--- config.mk ---
export PLATFORM = sky130hd
export DESIGN_NAME = ipm_head
export DESIGN_NICKNAME = d
export VERILOG_FILES = /design/src/ipm_pkg.sv /design/src/ipm_head.sv
export SDC_FILE = /design/constraint.sdc
export NUM_CORES = 1
export LEC_CHECK = 0
export BUFFER_PORTS_ARGS = -buffer_cell sky130_fd_sc_hd__buf_2
export CORE_MARGIN = 5
export CORE_UTILIZATION = 40
export CTS_CLUSTER_SIZE = 28
export DETAILED_ROUTE_END_ITERATION = 10
export PLACE_DENSITY = 0.84
export SLEW_MARGIN = 20
export SYNTH_ARGS = -nofsm -noshare
export SYNTH_HDL_FRONTEND = slang
export SYNTH_SLANG_ARGS = --single-unit
--- constraint.sdc ---
create_clock -name clk_i -period 3.3 [get_ports clk_i]
set_input_delay 0.495 -clock clk_i [delete_from_list [all_inputs] [get_ports clk_i]]
set_output_delay 0.495 -clock clk_i [all_outputs]
set_load 0.05 [all_outputs]
--- src/ipm_pkg.sv ---
package ipm_pkg;

  // Default table geometry.
  localparam int ENTRIES_DEF = 32;
  localparam int MAX_LEN_DEF = 16;

  // Fixed field widths of the stream words.
  localparam int KIND_W      = 2;
  localparam int IDX_FIELD_W = 5;
  localparam int POS_FIELD_W = 4;
  localparam int CHAR_W      = 8;
  localparam int LEN_FIELD_W = 5;
  localparam int S_TDATA_W   = 24;
  localparam int M_TDATA_W   = 8;

  // Accepted key codes: lowercase letters.
  localparam logic [CHAR_W-1:0] KEY_LO = 8'd97;
  localparam logic [CHAR_W-1:0] KEY_HI = 8'd122;

  // Word kinds as they arrive on tuser.
  typedef enum logic [KIND_W-1:0] {
    KIND_LOAD  = 2'd0,
    KIND_KEY   = 2'd1,
    KIND_CLEAR = 2'd2
  } kind_e;

  // Decoded operation carried down the cell chain.
  typedef enum logic [1:0] {
    OP_NOP   = 2'd0,
    OP_LOAD  = 2'd1,
    OP_KEY   = 2'd2,
    OP_CLEAR = 2'd3
  } op_e;

  // Control that travels with a word from cell to cell.
  typedef struct packed {
    op_e  op;
    logic any;    // some entry seen so far is alive after this word
    logic found;  // some entry seen so far survived this key
  } ctl_t;

endpackage

--- src/ipm_head.sv ---
module ipm_head import ipm_pkg::*; #(
  parameter int ENTRIES = ENTRIES_DEF,
  parameter int MAX_LEN = MAX_LEN_DEF
) (
  input  logic                          clk_i,
  input  logic                          rst_ni,
  input  logic                          accept_i,
  input  logic [KIND_W-1:0]             kind_i,
  input  logic [IDX_FIELD_W-1:0]        idx_i,
  input  logic [POS_FIELD_W-1:0]        pos_i,
  input  logic [CHAR_W-1:0]             chr_i,
  input  logic [LEN_FIELD_W-1:0]        len_i,
  output ctl_t                          ctl_o,
  output logic [$clog2(ENTRIES)-1:0]    idx_o,
  output logic [$clog2(MAX_LEN+1)-1:0]  pos_o,
  output logic [CHAR_W-1:0]             chr_o,
  output logic [$clog2(MAX_LEN+1)-1:0]  len_o
);

  localparam int IW = $clog2(ENTRIES);
  localparam int LW = $clog2(MAX_LEN + 1);

  logic [LW-1:0] typed_q, typed_d;
  logic          load_ok;
  logic          key_ok;
  op_e           op;

  assign load_ok = (int'(idx_i) < ENTRIES) && (int'(pos_i) < MAX_LEN);
  assign key_ok  = (chr_i >= KEY_LO) && (chr_i <= KEY_HI);

  always_comb begin
    op      = OP_NOP;
    typed_d = typed_q;
    unique case (kind_e'(kind_i))
      KIND_LOAD: begin
        if (load_ok) op = OP_LOAD;
      end
      KIND_KEY: begin
        if (key_ok) begin
          op = OP_KEY;
          if (typed_q < LW'(MAX_LEN)) typed_d = typed_q + 1'b1;
        end
      end
      KIND_CLEAR: begin
        op      = OP_CLEAR;
        typed_d = '0;
      end
      default: op = OP_NOP;
    endcase
  end

  always_ff @(posedge clk_i or negedge rst_ni) begin
    if (!rst_ni) begin
      typed_q <= '0;
    end else if (accept_i) begin
      typed_q <= typed_d;
    end
  end

  // A key compares at the current typed length; a load writes its own position.
  assign ctl_o = '{op: op, any: 1'b0, found: 1'b0};
  assign idx_o = IW'(idx_i);
  assign pos_o = (op == OP_KEY) ? typed_q : LW'(pos_i);
  assign chr_o = chr_i;
  assign len_o = (int'(len_i) > MAX_LEN) ? LW'(MAX_LEN) : LW'(len_i);

  a_typed_bounded: assert property (@(posedge clk_i) disable iff (!rst_ni)
    typed_q <= LW'(MAX_LEN))
    else $error("typed length ran past the longest entry");

  a_clear_empties: assert property (@(posedge clk_i) disable iff (!rst_ni)
    accept_i && op == OP_CLEAR |=> typed_q == '0)
    else $error("clear did not empty the typed text");

endmodule

**Yosys cells after proc, flatten, opt, wreduce, memory -nomap -nowiden**

Index checks and enable logic that the tools add are counted.
Widths: inputs -> output; s select.

- Output and inout port bits: 27
- Input port bits: 27
- Register bits: 5
- Word-level logic and storage cells: 22

- $lt $le $gt $ge: 4
- $add $sub $neg: 1
- Multiplexer cells: 7
- Reduce and logical (&&, ||, !) cells: 4
- Eq/ne operators: 5

Operators with widths:

| kind | count |
|---|---|
| $mux 5 | 4 |
| $pmux 5 s2 | 1 |
| $ge 8x7->1 const B | 1 |
| $le 8x7->1 const B | 1 |
| $pmux 2 s3 | 1 |
| $add 5x1->5 const B | 1 |
| $gt 5x5->1 const B | 1 |
| $lt 5x5->1 const B | 1 |
| $eq 2x2->1 const B | 2 |
| $ne 2x2->1 const B | 2 |
| $reduce_and 4->1 | 1 |
| $eq 2x1->1 const B | 1 |
| $logic_not 2->1 | 1 |
| $mux 2 | 1 |
| $reduce_bool 2->1 | 1 |
| $logic_and 1x1->1 | 1 |

**Depth between registers and ports, before layout**

Gate-level depths: netlist of the first run.

- Depth in word-level cells: 6
- Mapped depth: 4

**Least setup slack after synthesis of the first run**

Ideal clock, no wire load.

- Kind: input to output
- Start point: in chr_i[7]
- End point: out pos_o[4]
- Data required time: 2.805 ns
- Stages on the path: 3
- Arrival time: 2.311 ns
- Buffers on the path: 0
- Slack: 0.494 ns
- Path through: and3b_2 -> o21ai_4 -> nor4_1

- Longest elaborated chain between the ends: 6

RTL lines:

| item | line | text |
|---|---|---|
| from (decl) | ipm_head.sv:11 | `input logic [CHAR_W-1:0] chr_i,` |
| $ge 8x7->1 or $le 8x7->1 (tied branches) | ipm_head.sv:29 | `assign key_ok = (chr_i >= KEY_LO) && (chr_i <= KEY_HI);` |
| $logic_and 1x1->1 * | ipm_head.sv:29 |  |
| $mux 2 * | ipm_head.sv:39 | `if (key_ok) begin` |
| $pmux 2 s3 * | ipm_head.sv:34 | `unique case (kind_e'(kind_i))` |
| $eq 2x2->1 * | ipm_head.sv:63 | `assign pos_o = (op == OP_KEY) ? typed_q : LW'(pos_i);` |
| $mux 5 * | ipm_head.sv:63 |  |
| to (decl) | ipm_head.sv:15 | `output logic [$clog2(MAX_LEN+1)-1:0] pos_o,` |

Mark *: on every way between the ends. The rest lies on a longest branch, timed or not.

**Worst setup path in the final report of the first run**

- Start point: in chr_i[3]
- End point: out pos_o[0]

Same word-level chain as after synthesis.

==> run_results.csv, run 1 <==
group,metric,value,unit
synth,synthTopCellsByCount,"15 x buf_4, 5 x dfrtp_1, 5 x mux2_4",
placed_design,gp_congestion,0.7868,
synth,yosysUniqueCellTypes,34,
die,initial_core_util,41.68,%
pwr,swShare,43.60,%
worst_setup_path,setup.worst_path.start,"chr_i[3]",
die,coreArea,1489,um2
synth,ys_ff_latch,5,
pwr,p_clk_share,21.2,%
clocking,clkTransAtPathRegs,0.04,ns
routing,vias,586,
global_routing,grt.overflow.total,0,
worst_setup_path,path_class,"in -> out",
worst_setup_path,reg2reg_from,"typed_q[4]$_DFFE_PN0P_",
routing,via_per_inst,5.052,
final_layout,area.sequential,125.1,um2
timing,fmax,0.4013,GHz
final_layout,reg_top3,"typed_q (5)",
timing,min_period,2.492,ns
timing,grt_setup_unrepaired,"false",
worst_setup_path,worstSetupEndpoint,"pos_o[0]",
final_layout,nets,129,
clocking,cts_root_buf,"clkbuf_4",
synth,yosysTopAreaCellShare,20.16,%
clocking,cts_buffers,3,
timing,finalSetupViolations,0,
routing,ant_nets,0,
timing,setup_tns,0,ns
clocking,cts_setup_buffers,0,
final_layout,final.fill_count,147,
pwr,p_seq_share,31.7,%
clocking,tritoncts,"yes",
clocking,clock_latency,0.24,ns
synth,synth-warning-count,0,
die,die_width,49.39,um
global_routing,first_global_vias,567,
clocking,clock-sinks,5,
worst_setup_path,worst_r2r_path_depth,4,
worst_setup_path,crit_required,2.80,ns
synth,synth.largest_area_cell,"dfrtp_1",
synth,synth_edf_count,0,
synth,synthTopCellsByArea,"dfrtp_1 20%, buf_4 18%, mux2_4 12%",
global_routing,grt_max_degree,8,
global_routing,antenna_found_initial,0,
global_routing,grt_first_pass_wirelength,2339,um
run,drv_cap,0,
routing,routed_wl,1480,um
die,die_h,49.39,um
placed_design,port_buffers,41,
worst_setup_path,crit_path_end_kind,"output port",
timing,final_max_slew_viol_count,0,
synth,ys_seq_area_share,20.16,%
routing,drt_first_pass_iters,4,
routing,wl_per_cell,12.76,um
final_layout,num_antenna_cells,0,
synth,syn-instance-count,70,
clocking,holdBufCountCts,0,
pwr,ir_drop,0.2698,mV
pwr,p_switching,0.1427,mW
placed_design,dpl_cell_area,733.2,um2
die,io_pins,54,
clocking,htreeDepth,1,
pwr,power_frac_comb,47.1,%
synth,syn_area,620.6,um2
final_layout,drive_above_1_share,56.00,%
final_layout,largest-register,"typed_q",
synth,yosysMostFrequentCell,"buf_4",
placed_design,hpwl,1289,um
min_path,min_path_type,"in -> async",
clocking,cts_buffer_depth,2,
pwr,p_per_area,430.9,nW/um2
synth,syn_avg_cell_area,8.866,um2
timing,hold_viol,0,
pwr,p_int,0.1846,mW
worst_setup_path,reg2reg_slack,1.78,ns
synth,synth_ff_type,"dfrtp_1",
final_layout,largest_reg_flops,5,
final_layout,fin_area,759.5,um2
routing,drt_iter0_drc,6,
global_routing,grt_usage,11.83,%
timing,fin_crit_sh,75.52,%
final_layout,multi_input_area,371.6,um2
run_status,status,"complete, no violations",
timing,finClkSkew,0.002573,ns
final_layout,area_growth,22.38,%
worst_setup_path,startpoint_type,"primary input",
die,num_rows,14,
routing,remaining_drc_errors,0,
worst_setup_path,worstReg2RegEnd,"typed_q[0]$_DFFE_PN0P_",
pwr,p_leak,0.3874,nW
synth,synthArstFlopShare,100.0,%
worst_setup_path,cp_max_fo,5,
clocking,cts_resized,0,
worst_setup_path,worstPathArrival,2.00,ns
die,die-area,2439,um2
-- routing by layer --
metal	part of all wire, %	vias to the layer above	wire length, um	global-route usage [%]
met5	0	-	0	0
met1	40	266	592	12.55
met3	9.3	0	138	5.505
met2	51	24	750	19.31
met4	0	0	0	6.114
li1	-	296	-	-
-- area by class of cell --
cell class	instances	share of cell area, %
well taps	16	2.636
flip-flops and latches	5	16.47
inverters	3	1.483
clock buffers	4	3.460
multi-input cells	47	48.93
repair buffers	41	27.02
-- logic make-up after synthesis --
family | after synthesis | synth area share, %
compound gates | 13 | 15.32
fa+ha+maj | 1 | 2.016
buf+inv | 19 | 20.56
flops | 5 | 20.16
mux | 5 | 12.10
other cells | 1 | 0.6043
simple gates | 26 | 29.24
-- placed cells by master (no fill, tap or decap), types with 2 or more instances in the layout --
master and count:
buf_2 41, conb_1 2, o31ai_1 2, nand3_1 2, nor2b_1 4, nor2_1 3
mux2_4 5, dfrtp_1 5, inv_1 3, a21oi_1 2, nand2_1 3, clkbuf_4 3
o21ai_0 3
-- per-stage QoR --
stage                     utilization, %  std cells  worst slack, ns  power (mW)  hold WS [ns]
after floorplan                        -         71           0.4939      0.2398        0.1994
after global placement             49.24        112           0.8360      0.2544        0.3103
after detailed placement           49.24        112           0.8024      0.2597        0.3153
after CTS                          51.01        116           0.8005      0.3327       0.05623
after global routing               51.01        116           0.7493      0.3503       0.06294
final                              51.01        116           0.8079      0.3273       0.06395
-- worst max-delay path, cell delays in order --
cell	delay (ns)
buf_2	0.12
or4_4	0.57
o21ai_4	0.18
nor3_2	0.11
mux2_4	0.31
buf_2	0.21
-- power groups by stage --
stage	registers, mW	logic (mW)	clock network, mW
6_report	0.104	0.154	0.0694
4_1_cts	0.104	0.156	0.0735
3_3_place_gp	0.104	0.151	0
5_1_grt	0.107	0.168	0.0754
2_1_floorplan	0.0983	0.141	0
3_5_place_dp	0.105	0.155	0
-- worst min path at each step --
stage / startpoint / end / cells past startpoint
6_report: rst_ni / typed_q[1]$_DFFE_PN0P_ / 1
2_1_floorplan: rst_ni / typed_q[0]$_DFFE_PN0P_ / 0
3_3_place_gp: rst_ni / typed_q[0]$_DFFE_PN0P_ / 1
3_5_place_dp: rst_ni / typed_q[1]$_DFFE_PN0P_ / 1
4_1_cts: rst_ni / typed_q[2]$_DFFE_PN0P_ / 1
5_1_grt: rst_ni / typed_q[2]$_DFFE_PN0P_ / 1
(Power assumes the default switching activity.)
==> inputs of run 2 (changes only) <==
--- a/config.mk
+++ b/config.mk
@@ -7,10 +7,10 @@
 export LEC_CHECK = 0
 export BUFFER_PORTS_ARGS = -buffer_cell sky130_fd_sc_hd__buf_2
 export CORE_MARGIN = 5
-export CORE_UTILIZATION = 40
+export CORE_UTILIZATION = 37
 export CTS_CLUSTER_SIZE = 28
 export DETAILED_ROUTE_END_ITERATION = 10
-export PLACE_DENSITY = 0.84
+export PLACE_DENSITY = 0.79
 export SLEW_MARGIN = 20
 export SYNTH_ARGS = -nofsm -noshare
 export SYNTH_HDL_FRONTEND = slang
==> constraint.sdc (replaced) <==
create_clock -name clk_i -period 2.3 [get_ports clk_i]
set_input_delay 0.345 -clock clk_i [delete_from_list [all_inputs] [get_ports clk_i]]
set_output_delay 0.345 -clock clk_i [all_outputs]
set_load 0.05 [all_outputs]
==> run 2 against run 1 <==
  * Total power grew 45%
  * Via count up 1.0%
  * Setup slack got worse by 0.71 ns
  * Non-clock buffer count grew 1
  * Clock power is 53% higher
  * Global-route usage increased by 0.82 points
  * Sequential power grew 43%
  * Critical path type unchanged
  * Critical endpoint is now pos_o[1]
==> run_results.csv, run 2 (synthesis gave the netlist of run 1 again) <==
group,metric,value,unit
placed_design,hpwl,1347,um
placed_design,port_buffers,41,
routing,wl_per_cell,13.52,um
clocking,clock_latency,0.25,ns
global_routing,busiest_layer,"met2",
global_routing,antenna_found_initial,0,
worst_setup_path,worstPathArrival,1.85,ns
final_layout,final.fill_count,155,
run,drv_cap,0,
pwr,p_leak,0.3917,nW
routing,vias,592,
global_routing,grt_first_pass_wirelength,2504,um
timing,setup_tns,0,ns
final_layout,num_antenna_cells,0,
final_layout,reg_top3,"typed_q (5)",
die,num_rows,14,
worst_setup_path,crit_required,1.96,ns
final_layout,fin_util,50.32,%
min_path,min_path_type,"in -> reg",
die,die-area,2596,um2
timing,hold_viol,0,
die,coreArea,1541,um2
die,initial_core_util,40.26,%
pwr,ir_drop,0.4091,mV
final_layout,multi_input_area,377.9,um2
die,die_h,50.96,um
worst_setup_path,reg2reg_slack,0.75,ns
routing,via_per_inst,5.060,
worst_setup_path,cp_max_fo,5,
clocking,cts_buffers,3,
die,die_width,50.96,um
pwr,p_per_area,613.2,nW/um2
final_layout,final_cell_mix,"41 x buf_2, 5 x mux2_4, 5 x dfrtp_1",
placed_design,dp_slack,0.1007,ns
timing,finClkSkew,0.003481,ns
clocking,tritoncts,"yes",
global_routing,grt.overflow.total,0,
worst_setup_path,path_class,"in -> out",
routing,routed_wl,1582,um
placed_design,gp_congestion,0.7193,
worst_setup_path,reg2reg_from,"typed_q[4]$_DFFE_PN0P_",
die,io_pins,54,
routing,ant_nets,0,
clocking,cts_resized,0,
timing,min_period,2.197,ns
run_status,status,"complete, no violations",
final_layout,largest-register,"typed_q",
worst_setup_path,worstReg2RegEnd,"typed_q[0]$_DFFE_PN0P_",
final_layout,largest_reg_flops,5,
timing,fin_crit_sh,95.54,%
clocking,cts_root_buf,"clkbuf_4",
clocking,clkTransAtPathRegs,0.05,ns
routing,drt_iter0_drc,11,
worst_setup_path,worstSetupEndpoint,"pos_o[1]",
final_layout,area_growth,25.00,%
global_routing,use_met3,2.616,%
worst_setup_path,setup.worst_path.start,"chr_i[3]",
final_layout,drive_above_1_share,56.44,%
global_routing,grt_use_met2,21.69,%
timing,grt_setup_unrepaired,"false",
routing,drt_first_pass_iters,4,
worst_setup_path,crit_path_end_kind,"output port",
worst_setup_path,worst_r2r_path_depth,4,
worst_setup_path,startpoint_type,"primary input",
timing,finalSetupViolations,0,
clocking,cts_buffer_depth,2,
final_layout,final_common_cell,"buf_2",
clocking,clock-sinks,5,
global_routing,first_global_vias,579,
timing,final_max_slew_viol_count,0,
global_routing,grt_max_degree,8,
final_layout,nets,130,
routing,remaining_drc_errors,0,
timing,fmax,0.4551,GHz
global_routing,met1_usage,13.98,%
final_layout,area.sequential,125.1,um2
clocking,htreeDepth,1,
timing,setup_ws,0.1027,ns
global_routing,grt_usage,12.65,%
[run 2: cell count changes in the layout (fill, tap and decap cells not counted)]
cell / before / now
dlygate4sd3_1: 0 / 1
nor4_1: 1 / 0
nor4_2: 0 / 1
[run 2: repair_timing]
item	CTS	global route
hold buffers	1	0
hold endpoints to repair	5	0
setup buffers	0	0
setup endpoints to repair	0	0
[run 2: power by group]
part / total (mW) / switching [mW] / internal [mW]
Clock: 0.106 / 0.0400 / 0.0658
Sequential: 0.149 / 0.0338 / 0.116
Combinational: 0.221 / 0.137 / 0.0839
[run 2: worst min-delay path by stage]
stage / slack (ns) / from / cells after the start / end
after floorplan: 0.05 / rst_ni / 0 / typed_q[0]$_DFFE_PN0P_
after global placement: 0.17 / rst_ni / 1 / typed_q[2]$_DFFE_PN0P_
after detailed placement: 0.17 / rst_ni / 1 / typed_q[0]$_DFFE_PN0P_
after CTS: 0.31 / kind_i[1] / 2 / typed_q[4]$_DFFE_PN0P_
after global routing: 0.34 / kind_i[1] / 2 / typed_q[4]$_DFFE_PN0P_
final: 0.33 / kind_i[1] / 2 / typed_q[4]$_DFFE_PN0P_
[run 2: layout make-up]
type / instances / area share, %
multi-input cells: 47 / 48.71
flip-flops and latches: 5 / 16.13
well taps: 16 / 2.581
clock buffers: 4 / 3.387
inverters: 3 / 1.452
repair buffers: 42 / 27.74
[run 2: critical path, cell delays in order]
cell,delay [ns]
buf_2,0.12
or4_4,0.57
o21ai_4,0.18
nor3_2,0.11
mux2_4,0.31
buf_2,0.21
[run 2: stage by stage]
stage	total power, mW	cell area, um2	hold WS, ns	instances
detailed placement	0.3710	739.5	0.1735	112
floorplan	0.3446	630.6	0.04941	71
finish	0.4757	775.7	0.3253	117
global route	0.5198	775.7	0.3354	117
global placement	0.3668	739.5	0.1664	112
CTS	0.4837	775.7	0.3141	117
[run 2: routing by layer]
metal | share of wire (%) | vias up
li1 | - | 296
met1 | 38 | 259
met2 | 50 | 33
met3 | 10 | 4
met4 | 2.3 | 0
met5 | 0 | -
