--- config.mk ---
export PLATFORM = sky130hd
export DESIGN_NAME = ipm_cell
export DESIGN_NICKNAME = d
export VERILOG_FILES = /design/src/ipm_pkg.sv /design/src/ipm_ram.sv /design/src/ipm_cell.sv
export SDC_FILE = /design/constraint.sdc
export NUM_CORES = 1
export LEC_CHECK = 0
export ABC_AREA = 1
export BUFFER_PORTS_ARGS = -buffer_cell sky130_fd_sc_hd__buf_2
export CAP_MARGIN = 15
export CORE_ASPECT_RATIO = 0.8
export CORE_MARGIN = 5
export CORE_UTILIZATION = 45
export DETAILED_ROUTE_END_ITERATION = 6
export MAX_ROUTING_LAYER = met4
export SYNTH_ARGS = -nofsm -noshare
export SYNTH_HDL_FRONTEND = slang
export SYNTH_SLANG_ARGS = --single-unit
--- constraint.sdc ---
create_clock -name clk_i -period 4.3 [get_ports clk_i]
set_input_delay 0.86 -clock clk_i [delete_from_list [all_inputs] [get_ports clk_i]]
set_output_delay 0.86 -clock clk_i [all_outputs]
set_load 0.005 [all_outputs]
--- src/ipm_pkg.sv ---
package ipm_pkg;

  // Default table geometry.
  localparam int ENTRIES_DEF = 32;
  localparam int MAX_LEN_DEF = 16;

  // Fixed field widths of the stream words.
  localparam int KIND_W      = 2;
  localparam int IDX_FIELD_W = 5;
  localparam int POS_FIELD_W = 4;
  localparam int CHAR_W      = 8;
  localparam int LEN_FIELD_W = 5;
  localparam int S_TDATA_W   = 24;
  localparam int M_TDATA_W   = 8;

  // Accepted key codes: lowercase letters.
  localparam logic [CHAR_W-1:0] KEY_LO = 8'd97;
  localparam logic [CHAR_W-1:0] KEY_HI = 8'd122;

  // Word kinds as they arrive on tuser.
  typedef enum logic [KIND_W-1:0] {
    KIND_LOAD  = 2'd0,
    KIND_KEY   = 2'd1,
    KIND_CLEAR = 2'd2
  } kind_e;

  // Decoded operation carried down the cell chain.
  typedef enum logic [1:0] {
    OP_NOP   = 2'd0,
    OP_LOAD  = 2'd1,
    OP_KEY   = 2'd2,
    OP_CLEAR = 2'd3
  } op_e;

  // Control that travels with a word from cell to cell.
  typedef struct packed {
    op_e  op;
    logic any;    // some entry seen so far is alive after this word
    logic found;  // some entry seen so far survived this key
  } ctl_t;

endpackage

--- src/ipm_ram.sv ---
module ipm_ram #(
  parameter int WIDTH = 8,
  parameter int DEPTH = 16
) (
  input  logic                     clk_i,
  input  logic                     we_i,
  input  logic [$clog2(DEPTH)-1:0] waddr_i,
  input  logic [WIDTH-1:0]         wdata_i,
  input  logic                     re_i,
  input  logic [$clog2(DEPTH)-1:0] raddr_i,
  output logic [WIDTH-1:0]         rdata_o
);

  logic [WIDTH-1:0] mem_q [DEPTH];
  logic [WIDTH-1:0] rdata_q;

  always_ff @(posedge clk_i) begin
    if (we_i) begin
      mem_q[waddr_i] <= wdata_i;
    end
    if (re_i) begin
      rdata_q <= mem_q[raddr_i];
    end
  end

  assign rdata_o = rdata_q;

endmodule

--- src/ipm_cell.sv ---
module ipm_cell import ipm_pkg::*; #(
  parameter int ENTRIES = ENTRIES_DEF,
  parameter int MAX_LEN = MAX_LEN_DEF,
  parameter int IDX     = 0
) (
  input  logic                          clk_i,
  input  logic                          rst_ni,
  input  logic                          adv_i,
  input  logic                          in_valid_i,
  input  ctl_t                          in_ctl_i,
  input  logic [$clog2(ENTRIES)-1:0]    in_idx_i,
  input  logic [$clog2(MAX_LEN+1)-1:0]  in_pos_i,
  input  logic [CHAR_W-1:0]             in_chr_i,
  input  logic [$clog2(MAX_LEN+1)-1:0]  in_len_i,
  input  logic [$clog2(ENTRIES)-1:0]    in_first_i,
  output logic                          out_valid_o,
  output ctl_t                          out_ctl_o,
  output logic [$clog2(ENTRIES)-1:0]    out_idx_o,
  output logic [$clog2(MAX_LEN+1)-1:0]  out_pos_o,
  output logic [CHAR_W-1:0]             out_chr_o,
  output logic [$clog2(MAX_LEN+1)-1:0]  out_len_o,
  output logic [$clog2(ENTRIES)-1:0]    out_first_o
);

  localparam int IW = $clog2(ENTRIES);
  localparam int LW = $clog2(MAX_LEN + 1);
  localparam int AW = $clog2(MAX_LEN);

  // Word held in this cell.
  logic              v_q;
  ctl_t              ctl_q;
  logic [IW-1:0]     idx_q;
  logic [LW-1:0]     pos_q;
  logic [CHAR_W-1:0] chr_q;
  logic [LW-1:0]     len_field_q;
  logic [IW-1:0]     first_q;

  // Entry state.
  logic              alive_q, alive_d;
  logic [LW-1:0]     len_q;
  logic              fwd_hit_q, fwd_hit_d;
  logic [CHAR_W-1:0] fwd_chr_q;

  logic              mine;
  logic              we;
  logic [CHAR_W-1:0] rdata;
  logic [CHAR_W-1:0] chr_eff;
  logic              keep;

  assign mine = v_q && (idx_q == IW'(IDX));
  assign we   = adv_i && mine && (ctl_q.op == OP_LOAD);

  // The next word reads its character as this one leaves; a load leaving at
  // the same edge to the same position is forwarded past the RAM.
  assign fwd_hit_d = we && (pos_q[AW-1:0] == in_pos_i[AW-1:0]);

  ipm_ram #(
    .WIDTH (CHAR_W),
    .DEPTH (MAX_LEN)
  ) u_chars (
    .clk_i   (clk_i),
    .we_i    (we),
    .waddr_i (pos_q[AW-1:0]),
    .wdata_i (chr_q),
    .re_i    (adv_i),
    .raddr_i (in_pos_i[AW-1:0]),
    .rdata_o (rdata)
  );

  assign chr_eff = fwd_hit_q ? fwd_chr_q : rdata;
  assign keep    = v_q && (ctl_q.op == OP_KEY) && alive_q &&
                   (pos_q < len_q) && (chr_eff == chr_q);

  always_comb begin
    alive_d = alive_q;
    if (v_q) begin
      unique case (ctl_q.op)
        OP_KEY:   alive_d = keep;
        OP_CLEAR: alive_d = 1'b1;
        default:  alive_d = alive_q;
      endcase
    end
  end

  always_ff @(posedge clk_i or negedge rst_ni) begin
    if (!rst_ni) begin
      v_q       <= 1'b0;
      alive_q   <= 1'b1;
      len_q     <= '0;
      fwd_hit_q <= 1'b0;
    end else if (adv_i) begin
      v_q       <= in_valid_i;
      alive_q   <= alive_d;
      fwd_hit_q <= fwd_hit_d;
      if (mine && ctl_q.op == OP_LOAD) begin
        len_q <= len_field_q;
      end
    end
  end

  always_ff @(posedge clk_i) begin
    if (adv_i) begin
      ctl_q       <= in_ctl_i;
      idx_q       <= in_idx_i;
      pos_q       <= in_pos_i;
      chr_q       <= in_chr_i;
      len_field_q <= in_len_i;
      first_q     <= in_first_i;
      fwd_chr_q   <= chr_q;
    end
  end

  assign out_valid_o     = v_q;
  assign out_ctl_o.op    = ctl_q.op;
  assign out_ctl_o.any   = ctl_q.any | alive_d;
  assign out_ctl_o.found = ctl_q.found | keep;
  assign out_idx_o       = idx_q;
  assign out_pos_o       = pos_q;
  assign out_chr_o       = chr_q;
  assign out_len_o       = len_field_q;
  assign out_first_o     = (keep && !ctl_q.found) ? IW'(IDX) : first_q;

  a_revive_by_clear: assert property (@(posedge clk_i) disable iff (!rst_ni)
    $rose(alive_q) |-> $past(adv_i && v_q && ctl_q.op == OP_CLEAR))
    else $error("entry revived without a clear");

  a_len_by_load: assert property (@(posedge clk_i) disable iff (!rst_ni)
    !$stable(len_q) |-> $past(adv_i && mine && ctl_q.op == OP_LOAD))
    else $error("entry length changed without a load");

  a_len_bounded: assert property (@(posedge clk_i) disable iff (!rst_ni)
    len_q <= LW'(MAX_LEN))
    else $error("entry length above the longest entry");

endmodule

Yosys cells after proc, flatten, opt, wreduce, memory -nomap -nowiden
Memory sizes are Yosys's and may differ from the RTL's. A register that Yosys moved wholly into a read port is not among the register bits.
Cells that the tools add are included.
Widths: inputs -> output; s select.
{ "op_classes": {"order_cmp": 1, "eq_ne": 5, "muxes": 6, "n_bitwise": 2, "n_reduce_logical": 13} }
{ "ops": {"columns": ["op", "count"], "rows": [
  ["$logic_and 1x1->1", 10],
  ["$eq 8x8->1", 1],
  ["$mux 8", 1],
  ["$logic_not 5->1", 1],
  ["$lt 5x5->1", 1],
  ["$mux 5", 1],
  ["$eq 2x2->1 const B", 2],
  ["$eq 4x4->1", 1],
  ["$mux 1", 3],
  ["$eq 2x1->1 const B", 1],
  ["$or 1x1->1", 2],
  ["$pmux 1 s2", 1],
  ["$reduce_and 2->1", 1],
  ["$logic_not 1->1", 1]
]} }
{ "totals": {"regBits": 48, "ram_bits": 128, "inputBits": 36, "out_inout_bits": 33, "elab_cells": 41, "mem_count": 1} }
{ "mem_list": {"columns": ["memory", "depth", "word_bits", "rd", "rd_clocked_by_memory_dff", "wr", "line_no", "rtl"], "rows": [
  ["u_chars.mem_q", 16, 8, 1, 1, 1, "ipm_ram.sv:14", "logic [WIDTH-1:0] mem_q [DEPTH];"]
]} }

Depth between registers and ports, before layout
Gate-level depths: netlist of run 1.
{ "logic_depth": {"depth_word": 8, "depth_mapped": 14, "depth_no_buf": 13} }

Cells and area by module
From an unflattened synthesis of run 1, not the netlist that was laid out.
{ "unflattened": {"cells_unflattened": 753, "area_unflattened_um2": 7982.7} }
{ "by_module_without_submodules": {"columns": ["mod", "n_inst", "cells_each", "area_per_inst_um2", "seq_area_each_um2"], "rows": [
  ["ipm_ram", 1, 551, 5846.9, 4083.9],
  ["ipm_cell", 1, 202, 2135.8, 1402.6]
]} }

Worst setup path after synthesis of run 1
No wires, ideal clock.
{ "synth_timing": {"path_type": "flip-flop to output port", "startpoint": "register pos_q[2] (netlist: out_pos_o[2])", "endpoint": "output port out_ctl_o[1] (netlist bit)", "t_arrival_ps": 1446, "t_required_ps": 3440, "path_slack_ps": 1994, "stages_incl_launch_ff": 13, "n_path_buf": 0, "cell_sequence": "edfxtp_1 -> ha_1 -> nand2_1 -> inv_1 -> nand2_1 -> nand2_1 -> nand2_1 -> a21oi_1 -> nor2_1 -> nand2_1 -> nand2_2 -> nand2_1 -> nand2_1"} }
{ "synth_lines": {"columns": ["element", "line_no", "rtl"], "rows": [
  ["start, declared", "ipm_cell.sv:33", "logic [LW-1:0] pos_q;"],
  ["start signal, assigned", "ipm_cell.sv:105", "pos_q <= in_pos_i;"],
  ["end, declared", "ipm_cell.sv:17", "output ctl_t out_ctl_o,"]
]} }

==> run metrics, run 1 <==
Pre-Repair DR Iteration Count 5; sequential area share after synthesis 0.721; cts bufs inserted 17; placement row count 42; Port Buffers 68; Worst-path clk slew roughly 0.07 ns; clk_skew between 0.008 and 0.009 ns; Compound-Gate Fraction of Synth Area 0.0871; Antenna Violating Nets Remaining 0; Worst R2R Setup Slack 1.70 ns; Post-CTS Resized 0; post-DR vias/cell between 5 and 6; worst setup margin about 1.0 ns; syn_area_per_cell between 10 and 15 sq um; R2R depth 7; number of synthesized flops with an enable pin 176; Initial DRC Count around 500; DR vias between 4000 and 5000; critical path depth in cells 13; fin nets just under 700; slowest CP cell edfxtp_1; Max Root-Sink Buffers 2; # DRC 0; CTS tree built; placed cell count about 860; die width about 160 um; worst skew pair latency between 0.4 and 0.5 ns; status completed; CP required 3.44 ns; first-pass GRT wire length 27300 um; CP max stage delay between 0.5 and 0.6 ns; largest family of logic cells by synthesized area compound AO/OA/AOI/OAI gates; Final Hold Fails 0; mux share of post-synthesis cell area 0.0421; Die H 126 um; pre-CTS setup slack between 1 and 1.5 ns; Synth area leaders edfxtp_1 69%, mux2i_1 4.2%, nand2_1 3.8%; Mapped Nets about 630; fillers ~1400; Root Driver clkbuf_16; worst r2r src out_ctl_o[3]$_DFFE_PP_; final wirelength approximately 18000 um; Yosys warnings 0; crit-path most repeated cell nand2_1; post-synthesis xor/xnor area fraction 0.00345; setup TNS 0 ns; RD Place Congestion 0.886; critical path peak fanout 6; setup bufs post-CTS 0; Area Growth Syn to Fin 14.9%; Sink Count ~180; Critical Path Sink out_ctl_o[1]; Synth Flop Type edfxtp_1; worst min-delay path category in2async; CP cell instances ha_1 > nand2_1 > inv_1 > nand2_1 > nand2_1 > nand2_1 > a21oi_1 > nor2_1 > nand2_1 > nand2_2 > nand2_1 > nand2_1 > buf_2; Critical Path Start out_pos_o[2]$_DFFE_PP_; initial antenna violation count 0; post-synth top area cell edfxtp_1; Core Region approximately 0.017 sq mm; Setup Crit Path Kind reg2out; io pins 69; Post-DP HPWL ~12000 um; crit path DAT 2.40 ns; Post-synth top cells 176 x edfxtp_1, 77 x nand2_1, 72 x inv_1; delay-heaviest family, CP simple AND/OR/NAND/NOR gates; synthesized cell area 0.00761 sq mm; WP buf/inv 2; fmax slightly above 300 MHz; Worst-Margin Slew just over 0.9 ns; Ant. Diodes 0; slew margin rel. 0.387; Yosys cell types 33; CTS Hold Bufs 0; drt wl/cell between 20 and 25 um; crit path time final roughly 3.3 ns; max-cap violation count 0; Slew Limit Fails 0; CTS H-Tree Depth 4; Power Density roughly 440 mW/mm^2; Final Non-Filler Cells between 800 and 900; reg2reg end u_chars.mem_q[4][0]$_DFFE_PP_; Leak Pwr between 3 and 4 nW; fin crit share 0.758; Mapped Cells about 590; Setup violations, final 0; global-route usage over all layers 0.192; final core utilization 0.527; Worst Setup End Kind primary output; die area slightly below 0.02 sq mm; post-synthesis register bit count 184; GRT overflow 0; Initial Utilization 0.459; Max VDD drop about 0.34 mV; vias in the first global route between 4000 and 5000; simple-gate area share of the yosys netlist 0.0841; most instantiated library cell after synthesis edfxtp_1; largest net degree at the start of global routing between 50 and 60; share of cells above drive strength 1 0.187; adder-cell area share of the yosys netlist 0.00657; RSZ-0062 raised after global routing false; fraction of registers with async set/reset 0.0435; post-synth top area share 0.694; Worst Setup Start Kind register
-- cells in the final DEF (no fill, tap or decap), types with 2 or more instances in the layout --
cell and instances:
edfxtp_1 176, nand2_1 77, inv_1 72, buf_2 67
o21ai_0 43, a21oi_1 35, mux2i_1 32, o211ai_1 32
nand3_1 28, nor2_1 25, clkbuf_16 17, buf_4 10
nand2_2 9, dfrtp_1 7, inv_6 5, ha_1 4
clkinv_1 3, clkinv_2 3, nand3_2 2, nor3_1 2
xnor2_1 2, clkinvlp_4 2, bufinv_16 2
-- how the worst min path moves through the flow --
stage                         start                     to  depth (start not counted)
6_report                     rst_ni  fwd_hit_q$_DFFE_PN0P_                          1
5_1_grt                      rst_ni  fwd_hit_q$_DFFE_PN0P_                          1
3_3_place_gp   len_q[0]$_DFFE_PN0P_   len_q[0]$_DFFE_PN0P_                          2
2_1_floorplan  len_q[0]$_DFFE_PN0P_   len_q[0]$_DFFE_PN0P_                          2
3_5_place_dp   len_q[0]$_DFFE_PN0P_   len_q[0]$_DFFE_PN0P_                          2
4_1_cts                      rst_ni  fwd_hit_q$_DFFE_PN0P_                          1
-- final cells by class --
cell class | count | area, sq um | area share
inverter | 75 | 284 | 0.0325
clock buffer | 18 | 429 | 0.0490
multi-input combinational | 300 | 1700 | 0.194
clock inverter | 14 | 146 | 0.0167
sequential | 184 | 5490 | 0.627
timing repair buffer | 78 | 430 | 0.0492
tap | 220 | 275 | 0.0315
-- report_power, final --
part	leakage (nW)	switching, W	internal (W)
Clock	0.279	0.000660	0.000861
Combinational	1.43	0.000186	0.0000944
Sequential	1.71	0.0000302	0.00202
Total	3.42	0.000877	0.00298
-- kinds of logic (layout without fill, tap and decap cells) --
kind of cell    count (synthesis)  in the layout
buf+inv                       102            185
fa+ha+maj                       4              4
simple gates                  147            147
xor+xnor                        3              3
mux                            32             32
flops                         184            184
compound gates                114            114
-- stage by stage --
stage | instance area (sq um) | hold WS, ns | power [W]
6_report | 8750 | 0.272 | 0.00386
2_1_floorplan | 7610 | 0.449 | 0.00224
3_5_place_dp | 8180 | 0.488 | 0.00237
5_1_grt | 8750 | 0.263 | 0.00400
4_1_cts | 8750 | 0.266 | 0.00388
3_3_place_gp | 8180 | 0.474 | 0.00237
-- metal layers --
metal	part of all wire	track usage	up-vias	wire length, um
li1	-	-	2217	-
met1	0.46	0.284	2336	8290
met2	0.46	0.271	187	8240
met3	0.075	0.0514	10	1340
met4	0.0064	0.0391	0	115
met5	0	-	-	0
-- worst register-to-register path, delay by kind of cell (launching register included) --
kind                   cells  cell delay, ns
and+or+nand+nor            6            1.48
DFF                        1            0.43
buffers and inverters      1            0.31
-- state kept, by name (all words and copies together) (netlist names) --
register and cells:
fwd_hit_q 1, out_idx_o 5, first_q 5, out_valid_o 1, len_q 5, out_ctl_o 2, out_chr_o 8, u_chars.rdata_o 8
out_len_o 5, u_chars.mem_q 128, alive_q 1, fwd_chr_q 8, out_pos_o 5, ctl_q 2
No activity file was read; power rests on OpenSTA's default activity.
==> run 2, diff against run 1 <==
- PLACE_DENSITY: not set -> 0.66
- clock period: 4.3 -> 2.7 ns (I/O delays scaled with it)
==> run 2 against run 1 <==
Effect of this change:
- clock-buffer cell count rose by 4
- clock power rose by 60%
- core utilization rose by 2.1 points
- critical path type unchanged
- worst setup slack got worse by 0.93 ns
- sequential power rose by 60%
==> run metrics, run 2 (synthesized netlist as in run 1, its figures left out) <==
status completed; clk_skew 0.00739 ns (-0.000695 ns); Post-DP HPWL 11400 um (-5.4%); Initial Utilization 0.459 (unchanged); Ant. Diodes 0 (unchanged); io pins 69 (unchanged); Sw Ratio 0.220 (-0.00752); Setup violations, final 0 (unchanged); Worst R2R Setup Slack 0.52 ns (-1.18 ns); GRT overflow 0 (unchanged); die area 0.0196 sq mm (unchanged); placed cell count 881 (+2.8%); Initial DRC Count 484 (-2.8%); most common cell after layout, fill and taps aside edfxtp_1; worst min-delay path category in2reg; most frequent cells in the layout 176 x edfxtp_1, 72 x inv_1, 71 x nand2_1, 67 x buf_2, 43 x o21ai_0; Port Buffers 68 (unchanged); RD Place Congestion 0.914 (+3.1%); initial antenna violation count 0 (unchanged); largest net degree at the start of global routing 53 (-3.6%); # DRC 0 (unchanged); Max VDD drop 0.676 mV (+100%); final wirelength 16800 um (-6.6%); Worst-path clk slew 0.07 ns (about the same); Final Hold Fails 0 (unchanged); worst skew pair latency 0.43 ns (about the same); drt wl/cell 18.2 um (-10%); final core utilization 0.548 (+0.0206); Reg power frac 0.531 (-0.002); Final Non-Filler Cells 923 (+3.8%); post-DR vias/cell 5.19 (-2.9%); Setup Crit Path Kind reg2out; Worst Setup Start Kind register; crit path time final between 2 and 3 ns; DR vias 4787 (+0.78%); crit path DAT 2.05 ns (-0.35 ns); slew margin rel. 0.539 (+0.151); setup TNS 0 ns (unchanged); critical path peak fanout 2 (-4); CP required 2.16 ns (-1.28 ns); Power Density 678 mW/mm^2 (+54%); vias in the first global route 4659 (+1.3%); Most flops, register u_chars.mem_q; share of cells above drive strength 1 0.242 (+0.0550); global-route usage over all layers 0.181 (-0.0117); fin crit share 0.958; final instance area 0.00909 sq mm (+3.9%); switching pwr 0.00136 W (+55%); Antenna Violating Nets Remaining 0 (unchanged); fmax roughly 390 MHz; cts bufs inserted 17 (unchanged); Root Driver clkbuf_16; first-pass GRT wire length 26100 um (-4.5%); placement row count 42 (unchanged); fin nets 730 (+4.9%); Worst Setup End Kind primary output; Area Growth Syn to Fin 19.4%; Die H 126 um (unchanged); CTS H-Tree Depth 4 (unchanged); Worst-Margin Slew 0.692 ns (-0.226 ns); Max Root-Sink Buffers 2 (unchanged); max reg flops 128 (unchanged); Core Region 0.0166 sq mm (unchanged); CTS tree built; Internal 0.00481 W (+61%); Leak Pwr 3.59 nW (+5.1%); Sink Count 184 (unchanged); Clock Power Share 0.395 (about the same); max-cap violation count 0 (unchanged); Pre-Repair DR Iteration Count 5 (unchanged); DP Area 0.00837 sq mm (+2.4%); die width 155 um (unchanged); Slew Limit Fails 0 (unchanged); Comb power frac 0.074 (about the same)
-- run 2: cell types whose count changed in the layout (fill, tap and decap cells not counted), sizes merged --
cell	before	now
buf	78	110
dlygate4sd3	0	1
clkbuf	18	22
clkinvlp	2	3
inv	78	74
-- run 2: worst paths after layout --
kind                                             start                        endpoint  cells after the start
min in group asynchronous                       rst_ni         out_valid_o$_DFFE_PN0P_                      2
worst max register to register  out_ctl_o[3]$_DFFE_PP_  u_chars.mem_q[14][0]$_DFFE_PP_                      8
max in group asynchronous                       rst_ni             alive_q$_DFFE_PN1P_                      2
worst min register to register     alive_q$_DFFE_PN1P_             alive_q$_DFFE_PN1P_                      2
worst max-delay path            out_pos_o[2]$_DFFE_PP_                    out_ctl_o[1]                     13
worst min-delay path                       in_ctl_i[2]          out_ctl_o[2]$_DFFE_PP_                      1
-- run 2: area by class of cell --
type                       count  area [sq um]
clock inverter                10           119
timing repair inverter         1          5.00
multi-input combinational    300          1760
fill                        1382          7510
inverter                      75           287
sequential                   184          5490
tap                          220           275
clock buffer                  22           464
timing repair buffer         111           701
-- run 2: power by group through the flow --
stage	logic, W	registers, W	clock network [W]
finish	0.000456	0.00327	0.00243
global route	0.000507	0.00328	0.00262
CTS	0.000441	0.00327	0.00248
detailed placement	0.000433	0.00333	0
global placement	0.000423	0.00333	0
floorplan	0.000220	0.00334	0
-- run 2: stage by stage --
step	total power, W	worst slack [ns]	hold WS, ns
3_5_place_dp	0.00377	0.341	0.400
5_1_grt	0.00640	-0.0230	0.263
6_report	0.00616	0.113	0.287
3_3_place_gp	0.00375	0.437	0.398
4_1_cts	0.00619	-0.0136	0.265
2_1_floorplan	0.00356	0.714	0.244
-- run 2: routing by layer --
metal	GRT usage	wire, um
met1	0.266	8130
met2	0.254	7630
met3	0.0460	864
met4	0.0432	184
met5	-	0
-- run 2: critical path, stage by stage (launching register included) --
cell and delay (ns):
edfxtp_1 0.45, ha_4 0.30, nand2_1 0.05, inv_1 0.05, nand2_1 0.06, nand2_2 0.06
nand2_2 0.06, a21oi_4 0.16, nor2_1 0.06, nand2_1 0.09, nand2_2 0.07, nand2_1 0.06
nand2_1 0.04, buf_2 0.12
-- run 2: timing repair --
action / in CTS / in global routing
buffers inserted: 1 / 7
cloned: 0 / 1
hold buffers: 1 / 0
gates resized for setup: 2 / 17
pin swaps: 0 / 5
endpoints found under the setup margin: 7 / 7
hold endpoints to repair: 7 / 0
